===== src/rtl/pab_pkg.sv =====
// ----------------------------------------------------------------------------
// Pixel alpha blend: shared types and constants
// Word layouts for both channels, command codes, pipeline latency and the
// small exact divide by 255 used at two points of the datapath.
// ----------------------------------------------------------------------------
package pab_pkg;

	// Full-scale weight (255 * 255) and saturation limits
	localparam logic [15:0] FULL_WEIGHT = 16'd65025;
	localparam logic [15:0] CHAN_MAX    = 16'hFFFF;
	localparam logic [7:0]  ALPHA_MAX   = 8'd255;

	// Command codes
	localparam logic [2:0] CMD_OVERLAY    = 3'd0;
	localparam logic [2:0] CMD_MUL_COLOR  = 3'd1;
	localparam logic [2:0] CMD_MUL_SCALAR = 3'd2;
	localparam logic [2:0] CMD_ADD        = 3'd3;
	localparam logic [2:0] CMD_TRANSITION = 3'd4;

	// Clock edges from an accepted word to its result being taken
	localparam int PIPE_LAT = 28;

	// Constant divider widths
	localparam int DIV255_IN_W  = 34;
	localparam int DIV255_OUT_W = 26;

	typedef struct packed {
		logic [2:0]  command;
		logic [15:0] bottom_red;
		logic [15:0] bottom_green;
		logic [15:0] bottom_blue;
		logic [7:0]  bottom_alpha;
		logic [15:0] top_red;
		logic [15:0] top_green;
		logic [15:0] top_blue;
		logic [7:0]  top_alpha;
		logic [15:0] mix_amount;
	} pab_in_t;

	typedef struct packed {
		logic [15:0] out_red;
		logic [15:0] out_green;
		logic [15:0] out_blue;
		logic [7:0]  out_alpha;
	} pab_out_t;

	// Exact floor(x / 255) for x up to 65025
	function automatic logic [7:0] div255_small(input logic [15:0] x);
		logic [16:0] s;
		s = {1'b0, x} + {9'd0, x[15:8]} + 17'd1;
		return s[15:8];
	endfunction

endpackage


===== src/rtl/pab_div.sv =====
// ----------------------------------------------------------------------------
// Pixel alpha blend: pipelined restoring divider
// One quotient bit per stage, sixteen stages. The caller guarantees that the
// quotient fits in sixteen bits and that the divisor is not zero.
// ----------------------------------------------------------------------------
module pab_div (
	input  logic        clk,
	input  logic [31:0] num,
	input  logic [16:0] den,
	output logic [15:0] quo
);
	import pab_pkg::*;

	localparam int NUM_W = 32;
	localparam int DEN_W = 17;
	localparam int QUO_W = 16;

	logic [NUM_W-1:0] rem_s [QUO_W];
	logic [DEN_W-1:0] den_s [QUO_W];
	logic [QUO_W-1:0] quo_s [QUO_W];

	for (genvar i = 0; i < QUO_W; i++) begin : g_step
		localparam int B = QUO_W - 1 - i;
		logic [NUM_W-1:0] rem_in;
		logic [DEN_W-1:0] den_in;
		logic [QUO_W-1:0] quo_in;
		logic [NUM_W:0]   sub;
		logic [NUM_W:0]   trial;

		if (i == 0) begin : g_first
			assign rem_in = num;
			assign den_in = den;
			assign quo_in = '0;
		end else begin : g_next
			assign rem_in = rem_s[i-1];
			assign den_in = den_s[i-1];
			assign quo_in = quo_s[i-1];
		end

		// Try to take the shifted divisor off the remainder
		assign sub   = (NUM_W+1)'(den_in) << B;
		assign trial = {1'b0, rem_in} - sub;

		always_ff @(posedge clk) begin
			den_s[i] <= den_in;
			if (!trial[NUM_W]) begin
				rem_s[i] <= trial[NUM_W-1:0];
				quo_s[i] <= quo_in | (QUO_W'(1) << B);
			end else begin
				rem_s[i] <= rem_in;
				quo_s[i] <= quo_in;
			end
		end
	end

	assign quo = quo_s[QUO_W-1];

endmodule


===== config.mk =====
export PLATFORM = sky130hd
export DESIGN_NAME = pab_div
export DESIGN_NICKNAME = d
export VERILOG_FILES = /design/src/rtl/pab_pkg.sv /design/src/rtl/pab_div.sv
export SDC_FILE = /design/constraint.sdc
export NUM_CORES = 1
export LEC_CHECK = 0
export BUFFER_PORTS_ARGS = -buffer_cell sky130_fd_sc_hd__buf_2
export CAP_MARGIN = 20
export CORE_ASPECT_RATIO = 2
export CORE_MARGIN = 2
export CORE_UTILIZATION = 50
export DETAILED_ROUTE_END_ITERATION = 10
export PLACE_DENSITY = 0.66
export SLEW_MARGIN = 20
export SYNTH_ARGS = -nofsm -noshare
export SYNTH_HDL_FRONTEND = slang
export SYNTH_SLANG_ARGS = --single-unit

===== constraint.sdc =====
create_clock -name clk -period 3.8 [get_ports clk]
set_clock_uncertainty 0.2 [all_clocks]
set_input_delay 0.76 -clock clk [delete_from_list [all_inputs] [get_ports clk]]
set_output_delay 0.76 -clock clk [all_outputs]
set_load 0.03 [all_outputs]

==> summary.md <==
| Metric | Value |
|---|---|
| Worst-Skew Late Latency | 0.66 ns |
| Clock net sink count | 871 |
| Clk buf depth | 3 |
| Initial core utilization | about half |
| Post-route ant nets | 0 |
| Share of layout cells above drive strength 1 | 9.81% |
| Pre-CTS WS | -0.0328 ns |
| Seq/Total Area, Yosys | 49.6% |
| Routed WL | roughly 77,000 um |
| Routed len/inst | 16.1 um |
| Initial antenna violation count | 4 |
| Final worst path period need | 3.66 ns |
| Area Growth Syn to Fin | 14.2% |
| H-Tree Depth | 3 |
| Drc violations | 0 |
| Num CTS Buffers | 76 |
| Die span in x | 192 um |
| Tcrit/Tclk final | 96.2% |
| Final Hold Vio Count | 0 |
| Critical Path End Type | flip-flop |
| Number of synthesized flops with an enable pin | 0 |
| VDD IR max | 0.491 mV |
| Slew of the pin with the lowest slew margin | 0.752 ns |
| Root Buffer | clkbuf_16 |
| Status | finished, final reports clean |
| LEAKAGE | roughly 18 nW |
| Post-DP HPWL | ~60,000 um |
| GRT overflow | 0 |
| Die Y | 379 um |
| Clk slew on worst S/H paths | 0.07 ns |
| Pins over their slew limit | 0 |
| Syn avg cell area | 9.79 um^2 |
| MaxCap Viol Count | 0 |
| PwrDens | 887 nW/um^2 |
| First-pass DRT Iterations | 4 |
| Syn Nets | 3,927 |
| Ys async rst share | 0% |
| Hold/Removal Path Class | primary input to flip-flop |
| Via count | approximately 25,000 |
| Unrepaired setup endpoints after global routing | false |
| Post-synthesis cell area | ~35,000 um^2 |
| Largest net degree at the start of global routing | 32 |
| Setup Viol. Count Final | 0 |
| Die ar. | a little over 70,000 um^2 |
| Setup bufs post-CTS | 0 |
| Setup crit start kind | flip-flop |
| Predominant post-synthesis flop cell | dfxtp_1 |
| GRT Resource Usage Total | 21.6% |
| I/O pins | 66 |
| Worst EP required | 4.15 ns |
| Nets | 4,120 |
| Synth Instances | ~3,600 |
| Synth cell types | 82 |
| Final Worst Setup Slack | between 0.1 and 0.15 ns |
| Final Wtd Congestion | 1.05 |
| Kind of critical path | flip-flop to flip-flop |
| Vias per cell | 5.25 |
| Port Buffers | 65 |
| Relative slew slack | 49.3% |
| TNS Setup | 0 ns |
| FP Rows | roughly 140 |
| Worst Path Arrival | about 4 ns |
| Max FO, Critical Path | 23 |
| Vias in the first global route | 26,226 |
| CTS tree | built |
| Synth Register Bits | roughly 870 |
| Max Clk Rate | roughly 270 MHz |
| Yosys warning total | 0 |
| Core box area | 69,800 um^2 |
| Hold Slack | 0.0573 ns |
| Iteration-0 DRC count of the detailed router | ~610 |
| Final instance area | 40,200 um^2 |
| First-pass GRT wire length | about 120,000 um |
| Final core occ | 57.6% |
| DP Area | 37,100 um^2 |
| Filler Cell Count | 6,040 |
power by group:
group / switching (mW) / internal [mW] / leakage [nW]
Clock: 3.45 / 4.77 / 1.32
Combinational: 7.59 / 6.42 / 9.56
Sequential: 1.64 / 11.8 / 7.32
critical path, cell delays in order, from the launching register on:
cell      delay [ns]
dfxtp_1         0.31
inv_1           0.05
ha_1            0.17
inv_1           0.06
fa_1            0.41
a21o_1          0.20
a211oi_1        0.27
nor2_1          0.09
o21a_1          0.26
a221o_1         0.37
a41o_1          0.31
o31ai_4         0.29
buf_12          0.20
mux2_2          0.34
sequential cells by signal (all words and copies together), names as in the netlist:
| register | count |
|---|---|
| quo_s | 136 |
| rem_s | 480 |
| den_s | 255 |
layout make-up:
cell class	count	area, um^2	area share (%)
Timing Repair Buffer	172	1340	3.34
Clock inverter	32	527	1.31
Multi-Input combinational cell	2306	16200	40.3
Inverter	357	1340	3.35
Antenna cell	6	15.0	0.0374
Tap cell	903	1130	2.81
Sequential cell	871	17400	43.4
Clock buffer	105	2190	5.45
synthesized netlist by cell type (all sizes together), types with 15 or more instances:
cell      n  area share (%)
dfxtp   871              50
inv     357             3.8
ha      271             9.6
nand2   250             2.7
a21oi   234             3.3
o21ai   230             3.3
nor2    220             2.3
xnor2   143             3.6
xor2    123             3.1
a21o     92             2.0
nor3     88             1.3
mux2     64             2.0
nand3    51            0.73
o21a     51             1.1
nand2b   46            0.82
nor2b    45            0.80
o31ai    37            0.88
a211oi   34            0.74
or3      32            0.57
buf      29            0.43
clkbuf   28            0.30
nor4     25            0.46
and3     20            0.36
a31oi    18            0.32
or2      18            0.32
o21bai   17            0.36
fa       15            0.85
o211ai   15            0.32
metal layers:
layer	share of wire, %	up-vias	GRT usage, %
met3	3.0	305	3.95
li1	-	12664	-
met5	0	-	0
met1	27	11535	13.8
met2	60	438	46.4
met4	10	0	20.2
worst paths after layout:
kind	cells after the start	slack [ns]	endpoint	startpoint
hold / removal	1	0.06	den_s[0][16]	den[16]
setup / recovery	13	0.14	rem_s[0][47]	rem_s[0][14]
hold reg to reg	0	0.10	rem_s[0][35]	rem_s[0][3]
setup reg to reg	13	0.14	rem_s[0][47]	rem_s[0][14]
cell usage in the layout, fill, tap and decap left out, drive strengths merged, types with 17 or more instances in the layout:
cell type	count
or3	32
nor3	88
o21a	51
dlygate4sd3	30
buf	142
nand2	250
dfxtp	871
ha	271
o21ai	230
a21o	92
a211oi	34
mux2	64
a31oi	18
nor2	220
nor2b	45
and3	20
o31ai	37
clkbuf	105
xor2	123
o21bai	17
xnor2	143
nand3	51
nand2b	46
or2	18
nor4	25
a21oi	234
inv	358
metrics by stage:
| stage | power, mW | std cells |
|---|---|---|
| floorplan | 23.7 | 3591 |
| global placement | 27.2 | 4579 |
| detailed placement | 27.5 | 4579 |
| CTS | 35.9 | 4746 |
| global route | 38.2 | 4751 |
| finish | 35.6 | 4752 |
timing repair:
item                                    in CTS  in global routing
endpoints found under the setup margin       0                 36
hold buffers                                30                  0
resized for setup                            0                  7
endpoints found under the hold margin       30                  0
cells by family (layout without fill, tap and decap cells):
group / count (synthesis) / in the layout / share of synthesized area, %
AOI/OAI and AO/OA: 830 / 830 / 14.9
muxes: 74 / 74 / 2.33
buffers and inverters: 414 / 666 / 4.54
xor gates and xnor gates: 266 / 266 / 6.62
and+or+nand+nor: 850 / 850 / 11.5
adders and majority gates: 286 / 286 / 10.5
other: 0 / 6 / 0
DFF: 871 / 871 / 49.6
(Power assumes the default switching activity.)
