--- config.mk ---
export PLATFORM = sky130hd
export DESIGN_NAME = pab_div255
export DESIGN_NICKNAME = d
export VERILOG_FILES = /design/src/rtl/pab_pkg.sv /design/src/rtl/pab_div255.sv
export SDC_FILE = /design/constraint.sdc
export NUM_CORES = 1
export LEC_CHECK = 0
export BUFFER_PORTS_ARGS = -buffer_cell sky130_fd_sc_hd__clkbuf_2
export CORE_ASPECT_RATIO = 2
export CORE_MARGIN = 8
export CORE_UTILIZATION = 40
export CTS_CLUSTER_SIZE = 8
export DETAILED_ROUTE_END_ITERATION = 12
export PLACE_DENSITY = 0.61
export SYNTH_ARGS = -nofsm -noshare
export SYNTH_HDL_FRONTEND = slang
export SYNTH_SLANG_ARGS = --single-unit
--- constraint.sdc ---
create_clock -name clk -period 4.79 [get_ports clk]
set_input_delay 1.437 -clock clk [delete_from_list [all_inputs] [get_ports clk]]
set_output_delay 1.437 -clock clk [all_outputs]
set_load 0.03 [all_outputs]
--- src/rtl/pab_pkg.sv ---
// ----------------------------------------------------------------------------
// Pixel alpha blend: shared types and constants
// Word layouts for both channels, command codes, pipeline latency and the
// small exact divide by 255 used at two points of the datapath.
// ----------------------------------------------------------------------------
package pab_pkg;

	// Full-scale weight (255 * 255) and saturation limits
	localparam logic [15:0] FULL_WEIGHT = 16'd65025;
	localparam logic [15:0] CHAN_MAX    = 16'hFFFF;
	localparam logic [7:0]  ALPHA_MAX   = 8'd255;

	// Command codes
	localparam logic [2:0] CMD_OVERLAY    = 3'd0;
	localparam logic [2:0] CMD_MUL_COLOR  = 3'd1;
	localparam logic [2:0] CMD_MUL_SCALAR = 3'd2;
	localparam logic [2:0] CMD_ADD        = 3'd3;
	localparam logic [2:0] CMD_TRANSITION = 3'd4;

	// Clock edges from an accepted word to its result being taken
	localparam int PIPE_LAT = 28;

	// Constant divider widths
	localparam int DIV255_IN_W  = 34;
	localparam int DIV255_OUT_W = 26;

	typedef struct packed {
		logic [2:0]  command;
		logic [15:0] bottom_red;
		logic [15:0] bottom_green;
		logic [15:0] bottom_blue;
		logic [7:0]  bottom_alpha;
		logic [15:0] top_red;
		logic [15:0] top_green;
		logic [15:0] top_blue;
		logic [7:0]  top_alpha;
		logic [15:0] mix_amount;
	} pab_in_t;

	typedef struct packed {
		logic [15:0] out_red;
		logic [15:0] out_green;
		logic [15:0] out_blue;
		logic [7:0]  out_alpha;
	} pab_out_t;

	// Exact floor(x / 255) for x up to 65025
	function automatic logic [7:0] div255_small(input logic [15:0] x);
		logic [16:0] s;
		s = {1'b0, x} + {9'd0, x[15:8]} + 17'd1;
		return s[15:8];
	endfunction

endpackage

--- src/rtl/pab_div255.sv ---
// ----------------------------------------------------------------------------
// Pixel alpha blend: pipelined divide by 255
// Two stages: a reciprocal estimate built from shifted adds, then a single
// remainder check that corrects the estimate by at most one.
// ----------------------------------------------------------------------------
module pab_div255 (
	input  logic                               clk,
	input  logic [pab_pkg::DIV255_IN_W-1:0]    x,
	output logic [pab_pkg::DIV255_OUT_W-1:0]   q
);
	import pab_pkg::*;

	localparam int PAD_W  = 25;
	localparam int PROD_W = DIV255_IN_W + PAD_W;

	logic [PROD_W-1:0]       x_ext;
	logic [PROD_W-1:0]       prod;
	logic [DIV255_IN_W-1:0]  x_s1;
	logic [DIV255_OUT_W-1:0] est_s1;
	logic [DIV255_IN_W-1:0]  rem;

	// Estimate: x * 0x01010101 / 2^32, never above the true quotient
	assign x_ext = {{PAD_W{1'b0}}, x};
	assign prod  = x_ext + (x_ext << 8) + (x_ext << 16) + (x_ext << 24);

	always_ff @(posedge clk) begin
		x_s1   <= x;
		est_s1 <= prod[32 +: DIV255_OUT_W];
	end

	// Correct: remainder x - 255*est lies below 510
	assign rem = x_s1 - {est_s1, 8'd0} + {8'd0, est_s1};

	always_ff @(posedge clk) begin
		q <= est_s1 + DIV255_OUT_W'(rem >= DIV255_IN_W'(255));
	end

endmodule

==> results.txt, run 1 <==
The run finished, with violations left. The final reports fail on negative setup slack. The portion of total power attributed to the clock network is under 10%. The distinct cell type count of the synthesized netlist came out at 67. The HPWL after detailed placement is between 20 and 25 mm. The boundary pin count came out at 61. The number of global-route vias before repair came to around 8000. The filler cells instantiated in the layout total around 1600. In this run switching power makes up 45.86% of total power. No sink is reached through more buffers than the 2 on the longest clock path.

CTS saw 86 sinks. Clock-pin slew was measured on the worst setup and hold paths at around 0.07 ns. The path class of the lowest-slack min-delay path is flip-flop to flip-flop. The total internal power came out at ~4600 uW.

The count of flip-flops with a built-in enable after synthesis is 0. The CTS tree is done. The worst hold slack after final layout came out at 0.5401 ns. The count of vias placed by the detailed router is roughly 7400. The proportion of power drawn by flip-flops and latches is between 10 and 15%. The overall power of the completed layout is about 8600 uW. The global-route wire length before repair came out at 41.08 mm. The kind of critical path is flip-flop to flip-flop. The minimum clock period after layout came out at roughly 4.9 ns. Between clock sinks in the finished design, the worst skew comes to approximately 0.0086 ns. The number of placed cells counting well taps came out at about 1400. The mean cell area of the mapped netlist came out at between 9 and 10 um2. The register bit count reported by yosys came out at between 80 and 90. From left edge to right edge, the die measures between 100 and 150 um.

The total power divided by cell area came out at around 760 nW/um2. For this run, the leading register cell type out of synthesis is sky130_fd_sc_hd__dfxtp_1. The final antenna-violating net count is 0.

The number of buffers created by CTS is 9. The sum of routed wire length over all layers is 27.65 mm. The final sum of negative setup slack is -0.2722 ns. The effective utilization at floorplan came out at around 40%. The area of the mapped netlist is roughly 7700 um2. During placement, the flow inserted port buffers numbering 60. The die outline height is 212.5 um. The clock latency of the later-clocked register in the worst-skew pair is between 0.3 and 0.4 ns. The number of antenna violations at the first check in global routing came out at 0. Summed over all nets, the switching power comes to 3924 uW. The number of hold violations in the final report is 0. Before CTS, the worst setup slack after placement is -0.5247 ns. The congestion estimate from routability-driven global placement came to 1.139. In this run the number of H-tree levels came out at 3. The total global routing overflow is 0. The number of placement rows is between 70 and 80. The cell sitting at the root of the clock tree is a sky130_fd_sc_hd__clkbuf_16. The transition time at the pin with the least slew margin came out at 0.8446 ns.

The critical path arrival came out at 5.13 ns. The peak clock frequency supported by timing came out at slightly above 200 MHz. The cell with the largest stage delay on the worst path is sky130_fd_sc_hd__or4_4. In this run, the number of DRC markers left after iteration 0 of detailed routing was around 240. The relative slew slack is a little over two fifths.

The largest driver fanout on the critical path is 5. The total die area is approximately 24000 um2. For this run, the number of standard cells in the final layout without fillers is around 1400. The number of pins exceeding their max-slew limit in the final report is 0.

Setup repair after global routing could not meet its margin everywhere. After layout, the worst path uses 101.3% of the clock period. Entering global routing, the biggest net connects 17 pins.

The relative contribution of combinational cells to total power is approximately 79%. The final worst-path setup slack is -0.06384 ns. The total iterations of the first detailed-routing run came out at 6. The number of nets in the final layout came out at 1376. The kind of start point of the critical path is a flip-flop. The leakage power figure came out at between 0.005 and 0.006 uW. In this design, the stage delay of the slowest critical-path cell is ~0.58 ns.

The worst register-to-register path has a depth of 25. The total inserted antenna cells came out at 0. From synthesis to final layout, the design area changed by 45.87%. The average vias per placed instance came out at ~5.2. The sequential element share of the synthesized area came out at between 20 and 25%. The worst hold path was traced through 2 stages. Registers take 1752 um2. The largest voltage drop on the vdd net is 0.0003037 V.

The worst setup path is captured at a flip-flop. The number of standard cells after synthesis is ~860. The combined global-route utilization of all metal layers came out at a little under a quarter. The core box area is approximately 19000 um2. The required arrival time at the worst endpoint is approximately 5 ns.

Setup violations remaining at the end of the flow were counted as 8. Across the run, the number of max-cap violations was 0. Synthesis produced a netlist with a net count of ~1100. The detailed-route DRC error count is 0. The multi-input gate area in the final layout is ~6200 um2.

The average wire per cell in the routed design is 19.44 um. The share of flip-flops with an asynchronous set or reset after synthesis is 0%. Yosys printed 0 warnings.

Hold repair after CTS inserted 0 buffers. The fraction of layout cells with a size suffix above 1 came out at between 30% and 40%.
==> cell families after synthesis <==
family	share of synthesized area, %
xor+xnor	6.689
compound gates	16.96
buf+inv	6.463
fa+ha+maj	34.11
flops	22.29
mux	0.5183
simple gates	12.97
==> cell usage in the layout, fill, tap and decap left out, types with 6 or more instances in the layout <==
cell                        netlist  layout
sky130_fd_sc_hd__buf_4            0     230
sky130_fd_sc_hd__ha_1           137     116
sky130_fd_sc_hd__inv_1          118     108
sky130_fd_sc_hd__dfxtp_1         86      68
sky130_fd_sc_hd__clkbuf_2         0      60
sky130_fd_sc_hd__a21oi_1         64      51
sky130_fd_sc_hd__fa_1            46      46
sky130_fd_sc_hd__nand2_1         43      34
sky130_fd_sc_hd__nor2_1          36      33
sky130_fd_sc_hd__xnor2_1         44      31
sky130_fd_sc_hd__a21o_1          24      24
sky130_fd_sc_hd__nand3_1         26      21
sky130_fd_sc_hd__nand4_1         20      20
sky130_fd_sc_hd__o21ai_0         30      19
sky130_fd_sc_hd__ha_4             0      19
sky130_fd_sc_hd__xor2_1          15      15
sky130_fd_sc_hd__dfxtp_2          0      15
sky130_fd_sc_hd__o21a_1          12      12
sky130_fd_sc_hd__a21oi_2          3      12
sky130_fd_sc_hd__nand2b_1        11      11
sky130_fd_sc_hd__xnor2_2          0      11
sky130_fd_sc_hd__inv_2            0      10
sky130_fd_sc_hd__buf_6            0      10
sky130_fd_sc_hd__o21ai_1          4       9
sky130_fd_sc_hd__o21bai_1         9       9
sky130_fd_sc_hd__clkbuf_16        0       9
sky130_fd_sc_hd__nor2b_1          9       8
sky130_fd_sc_hd__o21ai_2          1       7
sky130_fd_sc_hd__nand2_4          1       7
sky130_fd_sc_hd__nor3_1          12       7
sky130_fd_sc_hd__a31oi_1          8       6
sky130_fd_sc_hd__nor4_2           0       6
==> per-layer routing <==
metal	vias to the layer above	wire (um)	global-route usage, %
met3	101	580	2.162
met2	170	15780	45.96
met5	-	0	0
met4	0	2364	17.57
met1	3540	8925	19.42
li1	3605	-	-
==> worst paths after layout <==
path | from | endpoint | slack (ns)
max reg2reg | est_s1[15] | q[23] | -0.06
min | est_s1[24] | q[25] | 0.54
min reg2reg | est_s1[24] | q[25] | 0.54
max | est_s1[15] | q[23] | -0.06
==> critical path, delay by kind of cell (launching register included) <==
| family | cells | cell delay, ns |
|---|---|---|
| AOI/OAI and AO/OA | 5 | 1.01 |
| buffers and inverters | 6 | 0.56 |
| and+or+nand+nor | 9 | 1.47 |
| adders and majority gates | 3 | 1.03 |
| xor gates and xnor gates | 2 | 0.34 |
| DFF | 1 | 0.37 |
==> per-stage QoR <==
stage	util (%)	instance area (um2)
after floorplan	-	7725
after global placement	52.39	10050
after detailed placement	52.39	10050
after CTS	56.55	10850
after global routing	58.72	11270
final	58.72	11270
==> state kept, by name (all words and copies together), names as in the netlist <==
| signal | cells |
|---|---|
| x_s1 | 34 |
| q | 26 |
| est_s1 | 26 |
==> what timing repair did <==
item	4_1_cts	5_1_grt
gates resized for setup	93	82
endpoints found under the setup margin	27	32
buffers inserted	8	6
pin swaps	40	39
==> cell type report <==
type | instances | share of cell area (%)
tap | 259 | 2.876
clock buffer | 10 | 2.032
clock inverter | 6 | 0.6884
timing repair buffer | 303 | 19.52
sequential | 86 | 15.55
multi-input combinational | 640 | 55.41
inverter | 118 | 3.931
==> cell usage after synthesis (all sizes together), types with 4 or more instances <==
cell type / instances / area, um2
buf: 6 / 30.03
o22ai: 4 / 25.02
o21a: 12 / 90.09
nand2: 44 / 172.7
a31oi: 8 / 50.05
dfxtp: 86 / 1722
a21oi: 67 / 346.6
nor2: 36 / 135.1
fa: 46 / 920.9
o21ai: 35 / 178.9
o21bai: 9 / 67.56
o211ai: 6 / 50.05
inv: 118 / 442.9
ha: 137 / 1714
xnor2: 44 / 385.4
nand3: 26 / 130.1
nor3: 13 / 70.07
nor4: 9 / 56.30
a21o: 25 / 188.9
nand2b: 11 / 68.82
nor2b: 9 / 56.30
nand4: 21 / 137.6
mux2i: 4 / 40.04
and3: 6 / 37.54
xor2: 15 / 131.4
a211oi: 5 / 42.54
clkbuf: 7 / 26.28
==> power groups by stage <==
stage               logic (uW)  registers [uW]  clock network (uW)
global placement          5680            1040                   0
global route              7310            1060                 763
floorplan                 2890            1190                   0
detailed placement        5690            1040                   0
finish                    6790            1040                 723
CTS                       6240            1040                 737
No activity file was read; power rests on OpenSTA's default activity.
==> inputs of run 2 (changes only) <==
REMOVE_ABC_BUFFERS = 1   (was default)
==> run 2 against run 1 <==
  * The flow now finishes without violations
  * Sequential power is essentially flat
  * Critical path depth shrank 2
  * Maximum frequency grew 2.1%
  * Die area is the same
  * Critical endpoint is now q[17]
==> results.txt, run 2 (synthesis results as in run 1) <==
IR analysis of the VDD net gives a maximum drop of about 0.00032 V. The effective utilization at floorplan is 40.26%. The post-route core utilization is between 50% and 60%.

The clock-pin slew reported for the worst setup and hold paths after clock tree synthesis came out at approximately 0.070 ns. The first-iteration detailed-routing DRC count is between 200 and 250. The global-route wire length before repair came out at around 42 mm. The critical path is of the flip-flop to flip-flop type. The die covers approximately 24000 um2. In the layout the commonest cells are sky130_fd_sc_hd__buf_4 (246), sky130_fd_sc_hd__ha_1 (120), sky130_fd_sc_hd__inv_1 (109). Summed over all nets, the half-perimeter wirelength after detailed placement is approximately 23 mm. The fraction of layout cells with a size suffix above 1 is roughly 38%. The peak clock frequency supported by timing came out at 210.3 MHz. The required arrival time at the worst endpoint is slightly above 5 ns. The flow ran to the end, and the final reports show no timing, DRC or antenna violations.

The die outline height came out at about 210 um. The average vias per placed instance is 5.173. The library cell used most frequently in the layout, excluding fill and tap cells, is sky130_fd_sc_hd__buf_4.

The fraction of the cycle the final worst path needs is a little under 100%. The final weighted congestion of routability-driven global placement came out at 1.033. The clock tree synthesis step divided the H-tree into 3 levels. The floorplan die width is 114.3 um. In this run the worst hold path is classified as flip-flop to flip-flop. The final setup skew is 0.009482 ns. The number of buffers between clock root and the deepest sink is 2. The total iterations of the first detailed-routing run came out at 5. The maximum number of pins on one net before global-route repair is 17.

The transition time at the pin with the least slew margin came out at around 0.63 ns. The routed design has about 27 mm of wire. Global routing used between 20% and 30% of the available tracks.

The core box area came out at between 15000 and 20000 um2. The post-cts hold buffer count is 0. The total setup violations reported at the end of the flow came out at 0. The final standard cell area without fillers came out at around 11000 um2.

The net count of the finished layout is around 1400. For this design, the sink count on the clock tree is 86. The buffer cell driving the clock tree root is sky130_fd_sc_hd__clkbuf_16.

The number of global-route vias before repair came out at between 7000 and 8000. The total overflow left after global routing is 0. The average wire per cell in the routed design is between 15 and 20 um. After layout, the worst setup slack is roughly 0.034 ns.

The number of antenna violations at the first check in global routing is 0. The layout filler cell count came out at around 1700. The detailed-route DRC error count is 0. The number of buffers created by CTS is 9. The register with the most flip-flops is x_s1. The clock latency of the later-clocked register in the worst-skew pair is ~0.36 ns. The largest driver fanout on the critical path is 7. The placed cell area came out at 10100 um2. The count of vias placed by the detailed router is around 7400. The total inserted antenna cells is 0. In this run the tightest slew margin relative to its limit is a little under 60%. STA classifies the critical path startpoint as a flip-flop.

The total power divided by cell area is between 700 and 800 nW/um2. STA classifies the critical path endpoint as a flip-flop. Setup repair after global routing could not meet its margin everywhere. The CTS tree is done. The number of cells in the finished layout apart from fillers came out at around 1400. The setup slack at placement is -0.5545 ns. The final antenna-violating net count came out at 0. The register with the most flip-flops in the layout has 34 of them. The number of violations of the max-capacitance limit is 0. The number of hold violations in the final report is 0. The setup check on the worst reg-to-reg path leaves a slack of between 0.03 and 0.04 ns. The minimum clock period after layout is between 4 and 5 ns. The largest registers in the layout are x_s1: 34 flops, est_s1: 26 flops, q: 26 flops. Port buffering added 60 buffers. The post-synthesis to final-layout area growth is 44.28%. The boundary pin count came out at 61. The number of pins exceeding their max-slew limit in the final report came out at 0. The critical path arrival came out at around 5.0 ns. The leakage power figure is 0.005561 uW. The number of placement rows is 72. The number of placed instances, taps included, is about 1400.
[run 2: worst max-delay path, cell delays in order, from the launching register on]
cell and delay [ns]:
sky130_fd_sc_hd__dfxtp_1 0.41, sky130_fd_sc_hd__inv_1 0.12, sky130_fd_sc_hd__ha_1 0.29, sky130_fd_sc_hd__inv_1 0.04
sky130_fd_sc_hd__ha_1 0.31, sky130_fd_sc_hd__buf_4 0.17, sky130_fd_sc_hd__o21ai_1 0.08, sky130_fd_sc_hd__a21oi_1 0.11
sky130_fd_sc_hd__nand4_1 0.11, sky130_fd_sc_hd__o21ba_4 0.16, sky130_fd_sc_hd__or3_4 0.37, sky130_fd_sc_hd__a21oi_4 0.21
sky130_fd_sc_hd__o21ai_2 0.10, sky130_fd_sc_hd__a21oi_2 0.21, sky130_fd_sc_hd__mux2i_2 0.28, sky130_fd_sc_hd__nand4_1 0.24
sky130_fd_sc_hd__or4_4 0.59, sky130_fd_sc_hd__ha_4 0.19, sky130_fd_sc_hd__and3_4 0.16, sky130_fd_sc_hd__nand2_4 0.06
sky130_fd_sc_hd__nor2_4 0.04, sky130_fd_sc_hd__and2_4 0.19, sky130_fd_sc_hd__nand2_1 0.11, sky130_fd_sc_hd__xnor2_2 0.14
[run 2: per-layer routing]
metal  share of wire [%]  wire [um]  track usage (%)  vias to the layer above
met2                  58      15940            47.91                      151
li1                    -          -                -                     3629
met5                   0          0                0                        -
met3                 2.1        579            2.333                       89
met4                 7.5       2066            17.11                        0
met1                  32       8899            19.10                     3544
[run 2: report_power, final]
part	internal (uW)	switching (uW)	leakage (uW)	total (uW)
Combinational	3300	3430	0.00469	6730
Sequential	919	121	0.000728	1040
Clock	413	304	0.000146	717
Total	4630	3860	0.00556	8480
[run 2: through the flow]
step	total power [uW]	hold slack, ns	TNS (ns)
after floorplan	4062	0.4335	0
after global placement	6780	0.4764	-15.90
after detailed placement	6783	0.4838	-14.72
after CTS	8083	0.4930	0
after global routing	9084	0.5348	-1.077
final	8484	0.5198	0
[run 2: final cells by class]
class                   instances  area (um2)  share of cell area [%]
clock inverters                 6       75.07                  0.6736
clock buffers                  10       229.0                   2.054
flip-flops and latches         86        1755                   15.75
well taps                     259       324.1                   2.907
inverters                     118       445.4                   3.996
repair buffers                314        2255                   20.23
multi-input cells             640        6062                   54.39
[run 2: final timing paths]
kind	start	endpoint	cells past startpoint
worst min register to register	est_s1[24]	q[25]	2
worst min-delay path	est_s1[24]	q[25]	2
worst max-delay path	est_s1[7]	q[17]	23
worst max register to register	est_s1[7]	q[17]	23
[run 2: timing repair]
action | 4_1_cts | 5_1_grt
hold endpoints to repair | 0 | 0
pin swaps | 33 | 34
endpoints found under the setup margin | 30 | 33
gates resized for setup | 80 | 58
setup buffers | 11 | 8
gates cloned | 0 | 0
